===== src/dsi_pkg.sv =====
`default_nettype none

package dsi_pkg;

  localparam int unsigned DEF_VALUE_WIDTH = 32;
  localparam int unsigned IO_W            = 32;
  localparam int unsigned COEF_W          = 24;
  localparam int unsigned DT_W            = 16;
  localparam int unsigned CFG_IDX_W       = 2;
  localparam int unsigned PC_W            = 7;

  localparam logic [1:0]        RESET_METHOD    = 2'd1;
  localparam logic [COEF_W-1:0] RESET_STIFFNESS = 24'd983040;
  localparam logic [COEF_W-1:0] RESET_DAMPING   = 24'd6554;

  localparam logic MODE_LOAD = 1'b1;

  typedef enum logic [1:0] {
    M_EULER  = 2'd0,
    M_RK4    = 2'd1,
    M_VERLET = 2'd2
  } method_e;

  typedef enum logic [CFG_IDX_W-1:0] {
    CFG_METHOD    = 2'd0,
    CFG_STIFFNESS = 2'd1,
    CFG_DAMPING   = 2'd2
  } cfg_idx_e;

  typedef enum logic [3:0] {
    OP_ADD    = 4'd0,
    OP_SUB    = 4'd1,
    OP_NEG    = 4'd2,
    OP_MULK   = 4'd3,
    OP_MULB   = 4'd4,
    OP_MULDT  = 4'd5,
    OP_MULDTH = 4'd6,
    OP_DIV6   = 4'd7,
    OP_END    = 4'd8
  } op_e;

  // Scratch registers live in a small memory; X, V and ZERO are not stored there.
  typedef enum logic [3:0] {
    R_T1   = 4'd0,
    R_T2   = 4'd1,
    R_XS   = 4'd2,
    R_ADV  = 4'd3,
    R_BDX  = 4'd4,
    R_BDV  = 4'd5,
    R_CDX  = 4'd6,
    R_CDV  = 4'd7,
    R_DDX  = 4'd8,
    R_DDV  = 4'd9,
    R_X    = 4'd10,
    R_V    = 4'd11,
    R_ZERO = 4'd12
  } src_e;

  typedef struct packed {
    op_e  op;
    src_e dst;
    src_e sa;
    src_e sb;
  } instr_t;

  typedef struct packed {
    logic start;
    op_e  op;
  } dsi_req_t;

  localparam logic [PC_W-1:0] PC_EULER  = 7'd0;
  localparam logic [PC_W-1:0] PC_RK4    = 7'd9;
  localparam logic [PC_W-1:0] PC_VERLET = 7'd52;

  function automatic instr_t mk(op_e op, src_e dst, src_e sa, src_e sb);
    instr_t i;
    i.op  = op;
    i.dst = dst;
    i.sa  = sa;
    i.sb  = sb;
    return i;
  endfunction

  // Microcode for one vector component; the sequencer runs it once per axis.
  function automatic instr_t ucode(logic [PC_W-1:0] pc);
    instr_t i;
    case (pc)
      // Semi-implicit Euler
      7'd0:  i = mk(OP_MULK,   R_T1,  R_X,   R_ZERO);
      7'd1:  i = mk(OP_NEG,    R_T1,  R_T1,  R_ZERO);
      7'd2:  i = mk(OP_MULB,   R_T2,  R_V,   R_ZERO);
      7'd3:  i = mk(OP_SUB,    R_T1,  R_T1,  R_T2);
      7'd4:  i = mk(OP_MULDT,  R_T1,  R_T1,  R_ZERO);
      7'd5:  i = mk(OP_ADD,    R_V,   R_V,   R_T1);
      7'd6:  i = mk(OP_MULDT,  R_T1,  R_V,   R_ZERO);
      7'd7:  i = mk(OP_ADD,    R_X,   R_X,   R_T1);
      7'd8:  i = mk(OP_END,    R_ZERO, R_ZERO, R_ZERO);
      // RK4, first slope
      7'd9:  i = mk(OP_MULK,   R_T1,  R_X,   R_ZERO);
      7'd10: i = mk(OP_NEG,    R_T1,  R_T1,  R_ZERO);
      7'd11: i = mk(OP_MULB,   R_T2,  R_V,   R_ZERO);
      7'd12: i = mk(OP_SUB,    R_ADV, R_T1,  R_T2);
      // second slope
      7'd13: i = mk(OP_MULDTH, R_T1,  R_V,   R_ZERO);
      7'd14: i = mk(OP_ADD,    R_XS,  R_X,   R_T1);
      7'd15: i = mk(OP_MULDTH, R_T1,  R_ADV, R_ZERO);
      7'd16: i = mk(OP_ADD,    R_BDX, R_V,   R_T1);
      7'd17: i = mk(OP_MULK,   R_T1,  R_XS,  R_ZERO);
      7'd18: i = mk(OP_NEG,    R_T1,  R_T1,  R_ZERO);
      7'd19: i = mk(OP_MULB,   R_T2,  R_BDX, R_ZERO);
      7'd20: i = mk(OP_SUB,    R_BDV, R_T1,  R_T2);
      // third slope
      7'd21: i = mk(OP_MULDTH, R_T1,  R_BDX, R_ZERO);
      7'd22: i = mk(OP_ADD,    R_XS,  R_X,   R_T1);
      7'd23: i = mk(OP_MULDTH, R_T1,  R_BDV, R_ZERO);
      7'd24: i = mk(OP_ADD,    R_CDX, R_V,   R_T1);
      7'd25: i = mk(OP_MULK,   R_T1,  R_XS,  R_ZERO);
      7'd26: i = mk(OP_NEG,    R_T1,  R_T1,  R_ZERO);
      7'd27: i = mk(OP_MULB,   R_T2,  R_CDX, R_ZERO);
      7'd28: i = mk(OP_SUB,    R_CDV, R_T1,  R_T2);
      // fourth slope
      7'd29: i = mk(OP_MULDT,  R_T1,  R_CDX, R_ZERO);
      7'd30: i = mk(OP_ADD,    R_XS,  R_X,   R_T1);
      7'd31: i = mk(OP_MULDT,  R_T1,  R_CDV, R_ZERO);
      7'd32: i = mk(OP_ADD,    R_DDX, R_V,   R_T1);
      7'd33: i = mk(OP_MULK,   R_T1,  R_XS,  R_ZERO);
      7'd34: i = mk(OP_NEG,    R_T1,  R_T1,  R_ZERO);
      7'd35: i = mk(OP_MULB,   R_T2,  R_DDX, R_ZERO);
      7'd36: i = mk(OP_SUB,    R_DDV, R_T1,  R_T2);
      // position update; the first position slope is the old velocity
      7'd37: i = mk(OP_ADD,    R_T1,  R_BDX, R_CDX);
      7'd38: i = mk(OP_ADD,    R_T1,  R_T1,  R_T1);
      7'd39: i = mk(OP_ADD,    R_T1,  R_V,   R_T1);
      7'd40: i = mk(OP_ADD,    R_T1,  R_T1,  R_DDX);
      7'd41: i = mk(OP_MULDT,  R_T1,  R_T1,  R_ZERO);
      7'd42: i = mk(OP_DIV6,   R_T1,  R_T1,  R_ZERO);
      7'd43: i = mk(OP_ADD,    R_X,   R_X,   R_T1);
      // velocity update
      7'd44: i = mk(OP_ADD,    R_T1,  R_BDV, R_CDV);
      7'd45: i = mk(OP_ADD,    R_T1,  R_T1,  R_T1);
      7'd46: i = mk(OP_ADD,    R_T1,  R_ADV, R_T1);
      7'd47: i = mk(OP_ADD,    R_T1,  R_T1,  R_DDV);
      7'd48: i = mk(OP_MULDT,  R_T1,  R_T1,  R_ZERO);
      7'd49: i = mk(OP_DIV6,   R_T1,  R_T1,  R_ZERO);
      7'd50: i = mk(OP_ADD,    R_V,   R_V,   R_T1);
      7'd51: i = mk(OP_END,    R_ZERO, R_ZERO, R_ZERO);
      // Velocity Verlet
      7'd52: i = mk(OP_MULK,   R_T1,  R_X,   R_ZERO);
      7'd53: i = mk(OP_NEG,    R_T1,  R_T1,  R_ZERO);
      7'd54: i = mk(OP_MULB,   R_T2,  R_V,   R_ZERO);
      7'd55: i = mk(OP_SUB,    R_ADV, R_T1,  R_T2);
      7'd56: i = mk(OP_MULDT,  R_T1,  R_V,   R_ZERO);
      7'd57: i = mk(OP_ADD,    R_XS,  R_X,   R_T1);
      7'd58: i = mk(OP_MULDT,  R_T1,  R_ADV, R_ZERO);
      7'd59: i = mk(OP_MULDTH, R_T1,  R_T1,  R_ZERO);
      7'd60: i = mk(OP_ADD,    R_XS,  R_XS,  R_T1);
      7'd61: i = mk(OP_MULK,   R_T1,  R_XS,  R_ZERO);
      7'd62: i = mk(OP_NEG,    R_T1,  R_T1,  R_ZERO);
      7'd63: i = mk(OP_MULB,   R_T2,  R_V,   R_ZERO);
      7'd64: i = mk(OP_SUB,    R_T1,  R_T1,  R_T2);
      7'd65: i = mk(OP_ADD,    R_T1,  R_T1,  R_ADV);
      7'd66: i = mk(OP_MULDTH, R_T1,  R_T1,  R_ZERO);
      7'd67: i = mk(OP_ADD,    R_V,   R_V,   R_T1);
      7'd68: i = mk(OP_ADD,    R_X,   R_XS,  R_ZERO);
      default: i = mk(OP_END,  R_ZERO, R_ZERO, R_ZERO);
    endcase
    return i;
  endfunction

endpackage

`default_nettype wire


===== src/dsi_alu.sv =====
`default_nettype none

module dsi_alu import dsi_pkg::*; #(
  parameter int unsigned VALUE_WIDTH = DEF_VALUE_WIDTH
) (
  input  wire logic                   clk_i,
  input  wire logic                   rst_ni,
  input  wire dsi_req_t               req_i,
  input  wire logic [VALUE_WIDTH-1:0] opa_i,
  input  wire logic [VALUE_WIDTH-1:0] opb_i,
  input  wire logic [COEF_W-1:0]      stiffness_i,
  input  wire logic [COEF_W-1:0]      damping_i,
  input  wire logic [DT_W-1:0]        step_time_i,
  output logic                        done_o,
  output logic [VALUE_WIDTH-1:0]      res_o
);

  localparam int unsigned W         = VALUE_WIDTH;
  localparam int unsigned DIG       = 8;
  localparam int unsigned AW        = W + COEF_W;
  localparam int unsigned MUL_STEPS = COEF_W / DIG;
  localparam int unsigned NDIG      = (W + DIG - 1) / DIG;
  localparam int unsigned QW        = NDIG * DIG;
  localparam int unsigned CW        = $clog2(NDIG + MUL_STEPS);
  localparam int unsigned SH_FULL   = 16;
  localparam int unsigned SH_HALF   = 17;

  localparam logic [W-1:0] V_MAX   = {1'b0, {(W-1){1'b1}}};
  localparam logic [W-1:0] V_MIN   = ~V_MAX;
  localparam logic [AW:0]  LIM_E   = (AW+1)'(V_MAX);
  localparam logic [AW:0]  RND_F   = (AW+1)'(1) << (SH_FULL - 1);
  localparam logic [AW:0]  RND_H   = (AW+1)'(1) << (SH_HALF - 1);
  localparam logic [3:0]   DIVISOR = 4'd6;
  localparam logic [W-1:0] DIV_BIAS = W'(3);

  typedef enum logic [3:0] {
    A_IDLE = 4'b0001,
    A_MUL  = 4'b0010,
    A_DIV  = 4'b0100,
    A_FIN  = 4'b1000
  } alu_state_e;

  alu_state_e        state_q;
  logic [CW-1:0]     cnt_q;
  logic              done_q;
  logic [W-1:0]      mag_q;
  logic              neg_q;
  logic              half_q;
  logic              div_q;
  logic [COEF_W-1:0] coef_q;
  logic [AW-1:0]     acc_q;
  logic [QW-1:0]     num_q;
  logic [QW-1:0]     quo_q;
  logic [2:0]        rem_q;
  logic [W-1:0]      res_q;

  logic [W-1:0]      abs_a;
  logic [W-1:0]      op_res;
  logic [COEF_W-1:0] coef_sel;
  logic [W+DIG-1:0]  part;
  logic [AW-1:0]     acc_d;
  logic [AW:0]       rnd;
  logic [AW:0]       rsh;
  logic [W-1:0]      mul_res;
  logic [W-1:0]      div_res;
  logic [QW-1:0]     num_d;
  logic [QW-1:0]     quo_d;
  logic [2:0]        rem_d;

  function automatic logic [W-1:0] sat_wide(logic [W:0] s);
    if (s[W] != s[W-1]) begin
      return s[W] ? V_MIN : V_MAX;
    end
    return s[W-1:0];
  endfunction

  assign abs_a = opa_i[W-1] ? (~opa_i + W'(1)) : opa_i;

  always_comb begin
    case (req_i.op)
      OP_ADD:  op_res = sat_wide({opa_i[W-1], opa_i} + {opb_i[W-1], opb_i});
      OP_SUB:  op_res = sat_wide({opa_i[W-1], opa_i} - {opb_i[W-1], opb_i});
      OP_NEG:  op_res = (opa_i == V_MIN) ? V_MAX : (~opa_i + W'(1));
      default: op_res = opa_i;
    endcase
    case (req_i.op)
      OP_MULK: coef_sel = stiffness_i;
      OP_MULB: coef_sel = damping_i;
      default: coef_sel = COEF_W'(step_time_i);
    endcase
  end

  // One byte of the coefficient per cycle, most significant byte first.
  assign part  = (W+DIG)'(mag_q) * (W+DIG)'(coef_q[COEF_W-1 -: DIG]);
  assign acc_d = (acc_q << DIG) + AW'(part);

  always_comb begin
    rnd = {1'b0, acc_q} + (half_q ? RND_H : RND_F);
    rsh = half_q ? (rnd >> SH_HALF) : (rnd >> SH_FULL);
    if (!neg_q) begin
      mul_res = (rsh > LIM_E) ? V_MAX : rsh[W-1:0];
    end else if (rsh > LIM_E + (AW+1)'(1)) begin
      mul_res = V_MIN;
    end else begin
      mul_res = ~rsh[W-1:0] + W'(1);
    end
  end

  // Restoring division by six, eight quotient bits per cycle.
  always_comb begin
    logic [3:0] t;
    num_d = num_q;
    quo_d = quo_q;
    rem_d = rem_q;
    for (int i = 0; i < DIG; i++) begin
      t     = {rem_d, num_d[QW-1]};
      num_d = num_d << 1;
      if (t >= DIVISOR) begin
        rem_d = 3'(t - DIVISOR);
        quo_d = {quo_d[QW-2:0], 1'b1};
      end else begin
        rem_d = t[2:0];
        quo_d = {quo_d[QW-2:0], 1'b0};
      end
    end
  end

  assign div_res = neg_q ? (~quo_q[W-1:0] + W'(1)) : quo_q[W-1:0];

  always_ff @(posedge clk_i or negedge rst_ni) begin
    if (!rst_ni) begin
      state_q <= A_IDLE;
      cnt_q   <= '0;
      done_q  <= 1'b0;
    end else begin
      done_q <= 1'b0;
      case (state_q)
        A_IDLE: begin
          if (req_i.start) begin
            cnt_q <= '0;
            case (req_i.op) inside
              OP_MULK, OP_MULB, OP_MULDT, OP_MULDTH: state_q <= A_MUL;
              OP_DIV6: state_q <= A_DIV;
              default: done_q <= 1'b1;
            endcase
          end
        end
        A_MUL: begin
          cnt_q <= cnt_q + CW'(1);
          if (cnt_q == CW'(MUL_STEPS - 1)) begin
            state_q <= A_FIN;
          end
        end
        A_DIV: begin
          cnt_q <= cnt_q + CW'(1);
          if (cnt_q == CW'(NDIG - 1)) begin
            state_q <= A_FIN;
          end
        end
        A_FIN: begin
          done_q  <= 1'b1;
          state_q <= A_IDLE;
        end
        default: state_q <= A_IDLE;
      endcase
    end
  end

  always_ff @(posedge clk_i) begin
    case (state_q)
      A_IDLE: begin
        if (req_i.start) begin
          mag_q  <= abs_a;
          neg_q  <= opa_i[W-1];
          half_q <= (req_i.op == OP_MULDTH);
          div_q  <= (req_i.op == OP_DIV6);
          coef_q <= coef_sel;
          acc_q  <= '0;
          num_q  <= QW'(abs_a + DIV_BIAS);
          quo_q  <= '0;
          rem_q  <= '0;
          res_q  <= op_res;
        end
      end
      A_MUL: begin
        acc_q  <= acc_d;
        coef_q <= coef_q << DIG;
      end
      A_DIV: begin
        num_q <= num_d;
        quo_q <= quo_d;
        rem_q <= rem_d;
      end
      A_FIN: res_q <= div_q ? div_res : mul_res;
      default: ;
    endcase
  end

  assign done_o = done_q;
  assign res_o  = res_q;

endmodule

`default_nettype wire


===== src/damped_spring_integrator_core.sv =====
`default_nettype none

// Damped 2D spring integrator. Each input word either loads a new position and
// velocity (saturated to VALUE_WIDTH bits) or advances the state by step_time
// with the method selected by the method register: semi-implicit Euler, RK4 or
// velocity Verlet; method code 3 returns the state unchanged. Every input word
// yields one output word holding the state after it, saturated to 32 bits.
// All arithmetic runs on one shared unit driven by a microcode sequencer, one
// axis after the other. Each microcode step is fetched, issued and waited on;
// an add, subtract or negate is computed combinationally and registered in the
// unit, a coefficient multiply takes one 8-bit coefficient slice per cycle and
// the divide by six works through the dividend byte by byte. The input is
// stalled while a word is being processed; a finished word waits in the output
// register.
module damped_spring_integrator_core import dsi_pkg::*; #(
  parameter int unsigned VALUE_WIDTH = DEF_VALUE_WIDTH
) (
  input  wire logic                   clk_i,
  input  wire logic                   rst_ni,
  input  wire logic                   cfg_we_i,
  input  wire logic [CFG_IDX_W-1:0]   cfg_idx_i,
  input  wire logic [COEF_W-1:0]      cfg_data_i,
  input  wire logic                   in_valid_i,
  output logic                        in_stall_o,
  input  wire logic                   mode_i,
  input  wire logic [DT_W-1:0]        step_time_i,
  input  wire logic signed [IO_W-1:0] load_pos_x_i,
  input  wire logic signed [IO_W-1:0] load_pos_y_i,
  input  wire logic signed [IO_W-1:0] load_vel_x_i,
  input  wire logic signed [IO_W-1:0] load_vel_y_i,
  output logic                        out_valid_o,
  input  wire logic                   out_stall_i,
  output logic signed [IO_W-1:0]      pos_x_o,
  output logic signed [IO_W-1:0]      pos_y_o,
  output logic signed [IO_W-1:0]      vel_x_o,
  output logic signed [IO_W-1:0]      vel_y_o
);

  localparam int unsigned W      = VALUE_WIDTH;
  localparam int unsigned XW     = (W > IO_W) ? W : IO_W;
  localparam int unsigned MEM_AW = $bits(src_e) + 1;
  localparam int unsigned MEM_D  = 1 << MEM_AW;

  localparam logic signed [XW-1:0] V_MAX = XW'({1'b0, {(W-1){1'b1}}});
  localparam logic signed [XW-1:0] V_MIN = ~V_MAX;
  localparam logic signed [XW-1:0] O_MAX = XW'({1'b0, {(IO_W-1){1'b1}}});
  localparam logic signed [XW-1:0] O_MIN = ~O_MAX;

  typedef enum logic [4:0] {
    T_IDLE  = 5'b00001,
    T_FETCH = 5'b00010,
    T_ISSUE = 5'b00100,
    T_WAIT  = 5'b01000,
    T_OUT   = 5'b10000
  } seq_state_e;

  seq_state_e        state_q;
  logic [1:0]        method_q;
  logic [COEF_W-1:0] stiff_q;
  logic [COEF_W-1:0] damp_q;
  logic [DT_W-1:0]   dt_q;
  logic [PC_W-1:0]   pc_q;
  logic              comp_q;
  logic [W-1:0]      pos_q [0:1];
  logic [W-1:0]      vel_q [0:1];
  logic              out_valid_q;
  logic [IO_W-1:0]   out_pos_x_q;
  logic [IO_W-1:0]   out_pos_y_q;
  logic [IO_W-1:0]   out_vel_x_q;
  logic [IO_W-1:0]   out_vel_y_q;

  logic [W-1:0]      mem_q [0:MEM_D-1];
  logic [W-1:0]      rda_q;
  logic [W-1:0]      rdb_q;

  instr_t            ins;
  logic              in_acc;
  logic              alu_done;
  logic [W-1:0]      alu_res;
  logic [W-1:0]      opa;
  logic [W-1:0]      opb;
  logic              mem_we;
  dsi_req_t          alu_req;

  function automatic logic [W-1:0] to_val(logic signed [IO_W-1:0] a);
    logic signed [XW-1:0] e;
    e = XW'(a);
    if (e > V_MAX) begin
      e = V_MAX;
    end else if (e < V_MIN) begin
      e = V_MIN;
    end
    return e[W-1:0];
  endfunction

  function automatic logic [IO_W-1:0] to_io(logic [W-1:0] a);
    logic signed [XW-1:0] e;
    e = XW'($signed(a));
    if (e > O_MAX) begin
      e = O_MAX;
    end else if (e < O_MIN) begin
      e = O_MIN;
    end
    return e[IO_W-1:0];
  endfunction

  function automatic logic [PC_W-1:0] start_pc(logic [1:0] m);
    case (m)
      M_EULER:  return PC_EULER;
      M_VERLET: return PC_VERLET;
      default:  return PC_RK4;
    endcase
  endfunction

  function automatic logic [W-1:0] pick(src_e s, logic [W-1:0] rd, logic [W-1:0] x,
                                        logic [W-1:0] v);
    case (s)
      R_X:     return x;
      R_V:     return v;
      R_ZERO:  return '0;
      default: return rd;
    endcase
  endfunction

  assign ins        = ucode(pc_q);
  assign in_stall_o = (state_q != T_IDLE);
  assign in_acc     = in_valid_i && !in_stall_o;
  assign opa        = pick(ins.sa, rda_q, pos_q[comp_q], vel_q[comp_q]);
  assign opb        = pick(ins.sb, rdb_q, pos_q[comp_q], vel_q[comp_q]);
  assign mem_we     = (state_q == T_WAIT) && alu_done &&
                      (ins.dst != R_X) && (ins.dst != R_V) && (ins.dst != R_ZERO);

  assign alu_req.start = (state_q == T_ISSUE);
  assign alu_req.op    = ins.op;

  dsi_alu #(
    .VALUE_WIDTH(VALUE_WIDTH)
  ) u_alu (
    .clk_i       (clk_i),
    .rst_ni      (rst_ni),
    .req_i       (alu_req),
    .opa_i       (opa),
    .opb_i       (opb),
    .stiffness_i (stiff_q),
    .damping_i   (damp_q),
    .step_time_i (dt_q),
    .done_o      (alu_done),
    .res_o       (alu_res)
  );

  always_ff @(posedge clk_i or negedge rst_ni) begin
    if (!rst_ni) begin
      method_q <= RESET_METHOD;
      stiff_q  <= RESET_STIFFNESS;
      damp_q   <= RESET_DAMPING;
    end else if (cfg_we_i) begin
      case (cfg_idx_i)
        CFG_METHOD:    method_q <= cfg_data_i[1:0];
        CFG_STIFFNESS: stiff_q  <= cfg_data_i;
        CFG_DAMPING:   damp_q   <= cfg_data_i;
        default: ;
      endcase
    end
  end

  always_ff @(posedge clk_i or negedge rst_ni) begin
    if (!rst_ni) begin
      state_q     <= T_IDLE;
      pc_q        <= '0;
      comp_q      <= 1'b0;
      pos_q[0]    <= '0;
      pos_q[1]    <= '0;
      vel_q[0]    <= '0;
      vel_q[1]    <= '0;
      out_valid_q <= 1'b0;
    end else begin
      if (out_valid_q && !out_stall_i) begin
        out_valid_q <= 1'b0;
      end
      case (state_q)
        T_IDLE: begin
          if (in_acc) begin
            comp_q <= 1'b0;
            pc_q   <= start_pc(method_q);
            if (mode_i == MODE_LOAD) begin
              pos_q[0] <= to_val(load_pos_x_i);
              pos_q[1] <= to_val(load_pos_y_i);
              vel_q[0] <= to_val(load_vel_x_i);
              vel_q[1] <= to_val(load_vel_y_i);
              state_q  <= T_OUT;
            end else begin
              case (method_q) inside
                M_EULER, M_RK4, M_VERLET: state_q <= T_FETCH;
                default: state_q <= T_OUT;
              endcase
            end
          end
        end
        T_FETCH: begin
          if (ins.op == OP_END) begin
            if (!comp_q) begin
              comp_q <= 1'b1;
              pc_q   <= start_pc(method_q);
            end else begin
              state_q <= T_OUT;
            end
          end else begin
            state_q <= T_ISSUE;
          end
        end
        T_ISSUE: state_q <= T_WAIT;
        T_WAIT: begin
          if (alu_done) begin
            if (ins.dst == R_X) begin
              pos_q[comp_q] <= alu_res;
            end else if (ins.dst == R_V) begin
              vel_q[comp_q] <= alu_res;
            end
            pc_q    <= pc_q + PC_W'(1);
            state_q <= T_FETCH;
          end
        end
        T_OUT: begin
          if (!out_valid_q) begin
            out_valid_q <= 1'b1;
            state_q     <= T_IDLE;
          end
        end
        default: state_q <= T_IDLE;
      endcase
    end
  end

  always_ff @(posedge clk_i) begin
    if (in_acc) begin
      dt_q <= step_time_i;
    end
    if ((state_q == T_OUT) && !out_valid_q) begin
      out_pos_x_q <= to_io(pos_q[0]);
      out_pos_y_q <= to_io(pos_q[1]);
      out_vel_x_q <= to_io(vel_q[0]);
      out_vel_y_q <= to_io(vel_q[1]);
    end
  end

  // Scratch memory, one bank per axis, two registered read ports.
  always_ff @(posedge clk_i) begin
    if (mem_we) begin
      mem_q[{comp_q, ins.dst}] <= alu_res;
    end
    rda_q <= mem_q[{comp_q, ins.sa}];
    rdb_q <= mem_q[{comp_q, ins.sb}];
  end

  assign out_valid_o = out_valid_q;
  assign pos_x_o     = out_pos_x_q;
  assign pos_y_o     = out_pos_y_q;
  assign vel_x_o     = out_vel_x_q;
  assign vel_y_o     = out_vel_y_q;

endmodule

`default_nettype wire


===== config.mk =====
export PLATFORM = sky130hd
export DESIGN_NAME = damped_spring_integrator_core
export DESIGN_NICKNAME = d
export VERILOG_FILES = /design/src/dsi_pkg.sv /design/src/dsi_alu.sv /design/src/damped_spring_integrator_core.sv
export SDC_FILE = /design/constraint.sdc
export NUM_CORES = 2
export LEC_CHECK = 0
export ABC_AREA = 1
export ABC_CLOCK_PERIOD_IN_PS = 9400
export BUFFER_PORTS_ARGS = -buffer_cell sky130_fd_sc_hd__buf_2
export CORE_MARGIN = 2
export CORE_UTILIZATION = 40
export CTS_CLUSTER_SIZE = 40
export DETAILED_ROUTE_END_ITERATION = 16
export PLACE_DENSITY = 0.66
export SYNTH_ARGS = -nofsm -noshare
export SYNTH_HDL_FRONTEND = slang
export SYNTH_SLANG_ARGS = --single-unit

===== constraint.sdc =====
create_clock -name clk_i -period 9.4 [get_ports clk_i]
set_input_delay 1.88 -clock clk_i [delete_from_list [all_inputs] [get_ports clk_i]]
set_output_delay 1.88 -clock clk_i [all_outputs]
set_load 0.005 [all_outputs]

==> flow_summary.yaml <==
finish:
  nFillCells: 22370
  drive_gt1_share_pct: 10.51
  stdcell_count: 13890
  nNetsFinal: 11100
  regArea_sq_um: 47810
  fin_util_pct: 44.85
  syn_to_final_growth_pct: 11.77
  multiInputGateArea_sq_um: 39780
cts:
  cts.htree.levels: 4
  cts_hold_buffers: 0
  cts_setup_buffers: 0
  numCtsBuffers: 180
  cts_resized: 0
  clkLatencyLatePin_ns: 0.88
  cts_tree: "built"
  path_clk_slew_ns: 0.06
  clockRootBuffer: "clkbuf_16"
  cts_buffer_depth: 3
  cts.sinks: 1646
synth:
  synthArstFlopShare_pct: 12.15
  yosysWarnings: 0
  ys_ff_latch: 1646
  yosys.cell_types.count: 70
  synth_flop_cell: "edfxtp_1"
  synthCells: 10450
  postSynthAreaPerCell_sq_um: 9.108
  yosys.area.top_type: "edfxtp_1"
  ys_seq_area_share_pct: 50.23
  synth_enable_flop_cells: 1382
  synthTopCellsByArea: "edfxtp_1 44%, nand2_1 7.9%, inv_1 5.7%"
  syn_area_sq_um: 95170
  synth_top_area_share_pct: 43.60
drt:
  wirelength_mm: 360.3
  drc_errors: 0
  drt_iter0_drc: 11430
  ant_nets: 0
  drt-pass1-iter-count: 9
  vias: 81740
  detail_route.vias_per_cell: 5.886
  wl_per_cell_um: 25.94
sta:
  skew_ns: 0.08729
  fin_crit_sh_pct: 86.41
  relSlewSlack_pct: 22.02
  fin_crit_ns: 8.123
  tightest_slew_ns: 1.170
  rsz0062_at_grt: "false"
  setup_violations: 0
  fmax_mhz: 123.1
  slew_viol_final: 0
  setup_slack_ns: 1.277
  final.setup.tns_ns: 0
  hold_violations: 0
setup_path:
  timing_worst_setup_path_type: "flop to flop"
  critPathMaxFanout: 21
  cp_common_cell: "nand2_1"
  reg2reg_slack_ns: 1.28
  startpoint: "pc_q[2]$_DFFE_PN0P_"
  worst_path_max_delay_cell: "dfrtp_1"
  cp_top_family: "compound AO/OA/AOI/OAI gates"
  timing.critical_path.buf_inv: 7
  cp-end-kind: "flop"
  r2r_end: "u_alu.res_o[16]$_DFFE_PP_"
  max_stage_delay_ns: 0.68
  r2r-start: "pc_q[2]$_DFFE_PN0P_"
  path_depth: 35
  r2r_cells: 35
  cp.arrival_ns: 8.67
  worst_ep_required_time_ns: 9.95
  worstSetupEndpoint: "u_alu.res_o[16]$_DFFE_PP_"
  startpoint_type: "flop"
placed_design:
  portBuffers: 305
  dpl.cell_count: 13550
  place.gp.congestion: 1.000
  detailed_place_hpwl_mm: 236.6
  place_ws_ns: 1.551
job:
  drv_cap: 0
global_route:
  grt_pass1_vias: 79090
  gr-usage-all-layers_pct: 29.05
  grt_max_degree: 133
  grt.overflow.total: 0
  antenna_found_initial: 20
  grt_pass1_wl_mm: 524.5
floorplanning:
  die_h_um: 491.8
  placementRows: 179
  dieArea_sq_um: 241800
  start_util_pct: 40.13
  design.portCount: 306
  die_x_um: 491.8
  core_area_sq_um: 237200
min_path:
  hp-class: "flop to flop"
outcome:
  status: "complete, no violations"
[logic make-up after synthesis]
kind of cell               count (synthesis)  synth area share, %
xor gates and xnor gates                 116                1.068
and+or+nand+nor                         3407                15.13
adders and majority gates                364                6.473
buffers and inverters                   2254                9.099
other                                      1             0.003940
muxes                                    130                1.536
AOI/OAI and AO/OA                       2531                16.46
DFF                                     1646                50.23
[metrics by stage]
step                      instance area [sq um]  hold slack [ns]
after floorplan                           95890           0.4530
after global placement                   100300           0.4465
after detailed placement                 100300           0.4517
after CTS                                106400           0.4514
after global routing                     106400           0.4653
final                                    106400           0.4192
[flip-flops by register name, summed over array words and instances, names as in the netlist, 32 cells and up]
signal       count
vel_q           64
pos_y_o         32
u_alu.res_o     32
u_alu.quo_q     32
u_alu.num_q     32
mem_q         1024
vel_y_o         32
pos_x_o         32
u_alu.mag_q     32
rda_q           32
rdb_q           32
u_alu.acc_q     56
pos_q           64
vel_x_o         32
[synthesized netlist by cell type, types with 41 or more instances]
library cell	instances
a211oi_1	63
a21oi_1	536
a221oi_1	41
a31oi_1	122
buf_1	79
clkbuf_1	621
dfrtp_1	186
dfxtp_1	64
edfxtp_1	1382
fa_1	214
ha_1	150
inv_1	1449
mux2_2	128
nand2_1	1998
nand3_1	590
nand4_1	47
nor2_1	557
nor3_1	53
o2111ai_1	137
o211ai_1	284
o21ai_0	886
o221ai_1	234
o22ai_1	125
xor2_1	108
[cell usage in the layout (no fill, tap or decap), types with 29 or more instances in the layout]
master and instances:
nor2_1 524, nand4_1 47, o21ai_0 886, nand2_1 1987
a21oi_1 536, a221oi_1 41, fa_1 214, conb_1 192
dfrtp_1 185, ha_1 150, o211ai_1 284, a31oi_1 122
mux2_2 128, clkbuf_16 182, o221ai_1 234, xor2_1 108
o21a_1 30, nand2_2 42, o2111ai_1 137, o22ai_1 124
clkinv_2 29, dfxtp_1 64, a211oi_1 63, buf_2 304
nor3_1 50, nand3_1 586, nor2_4 49, inv_1 1447
edfxtp_1 1382, clkbuf_1 48, buf_4 195
[layout make-up]
type | instances | area share, %
Clock inverter | 92 | 1.048
Sequential cell | 1646 | 44.94
Antenna cell | 4 | 0.009410
Tap cell | 3167 | 3.725
Multi-Input combinational cell | 6740 | 37.40
Clock buffer | 245 | 4.645
Inverter | 1486 | 5.277
Timing Repair Buffer | 507 | 2.951
[worst register-to-register path, delay by kind of cell (launching register included)]
kind	cells	cell delay, ns
AND/OR/NAND/NOR	17	2.35
AO/OA/AOI/OAI	9	2.49
adder cells (fa/ha/maj)	2	0.77
buffers and inverters	7	1.58
flip-flops	1	0.68
[routing by layer]
metal / global-route usage, % / vias to the layer above / routed length, um
met4: 14.47 / 12 / 20540
met5: 0 / - / 314
met1: 38.78 / 39660 / 139400
met2: 44.26 / 5079 / 158400
met3: 6.752 / 1011 / 41590
li1: - / 35970 / -
[worst min path at each step]
stage	startpoint	to	slack (ns)	cells past startpoint
2_1_floorplan	u_alu.cnt_q[2]$_DFFE_PN0P_	u_alu.cnt_q[2]$_DFFE_PN0P_	0.45	2
3_3_place_gp	vel_q[5]$_DFFE_PN0P_	vel_y_o[5]$_SDFFCE_PN1P_	0.45	0
3_5_place_dp	pos_q[5]$_DFFE_PN0P_	pos_y_o[5]$_SDFFCE_PN1P_	0.45	0
4_1_cts	vel_q[60]$_DFFE_PN0P_	vel_x_o[28]$_SDFFCE_PN1P_	0.45	0
5_1_grt	vel_q[60]$_DFFE_PN0P_	vel_x_o[28]$_SDFFCE_PN1P_	0.47	0
6_report	vel_q[60]$_DFFE_PN0P_	vel_x_o[28]$_SDFFCE_PN1P_	0.42	0
Power is left out: the tool's default activity adds up to more than one toggle a clock period on the data nets, which glitch-free logic cannot reach.
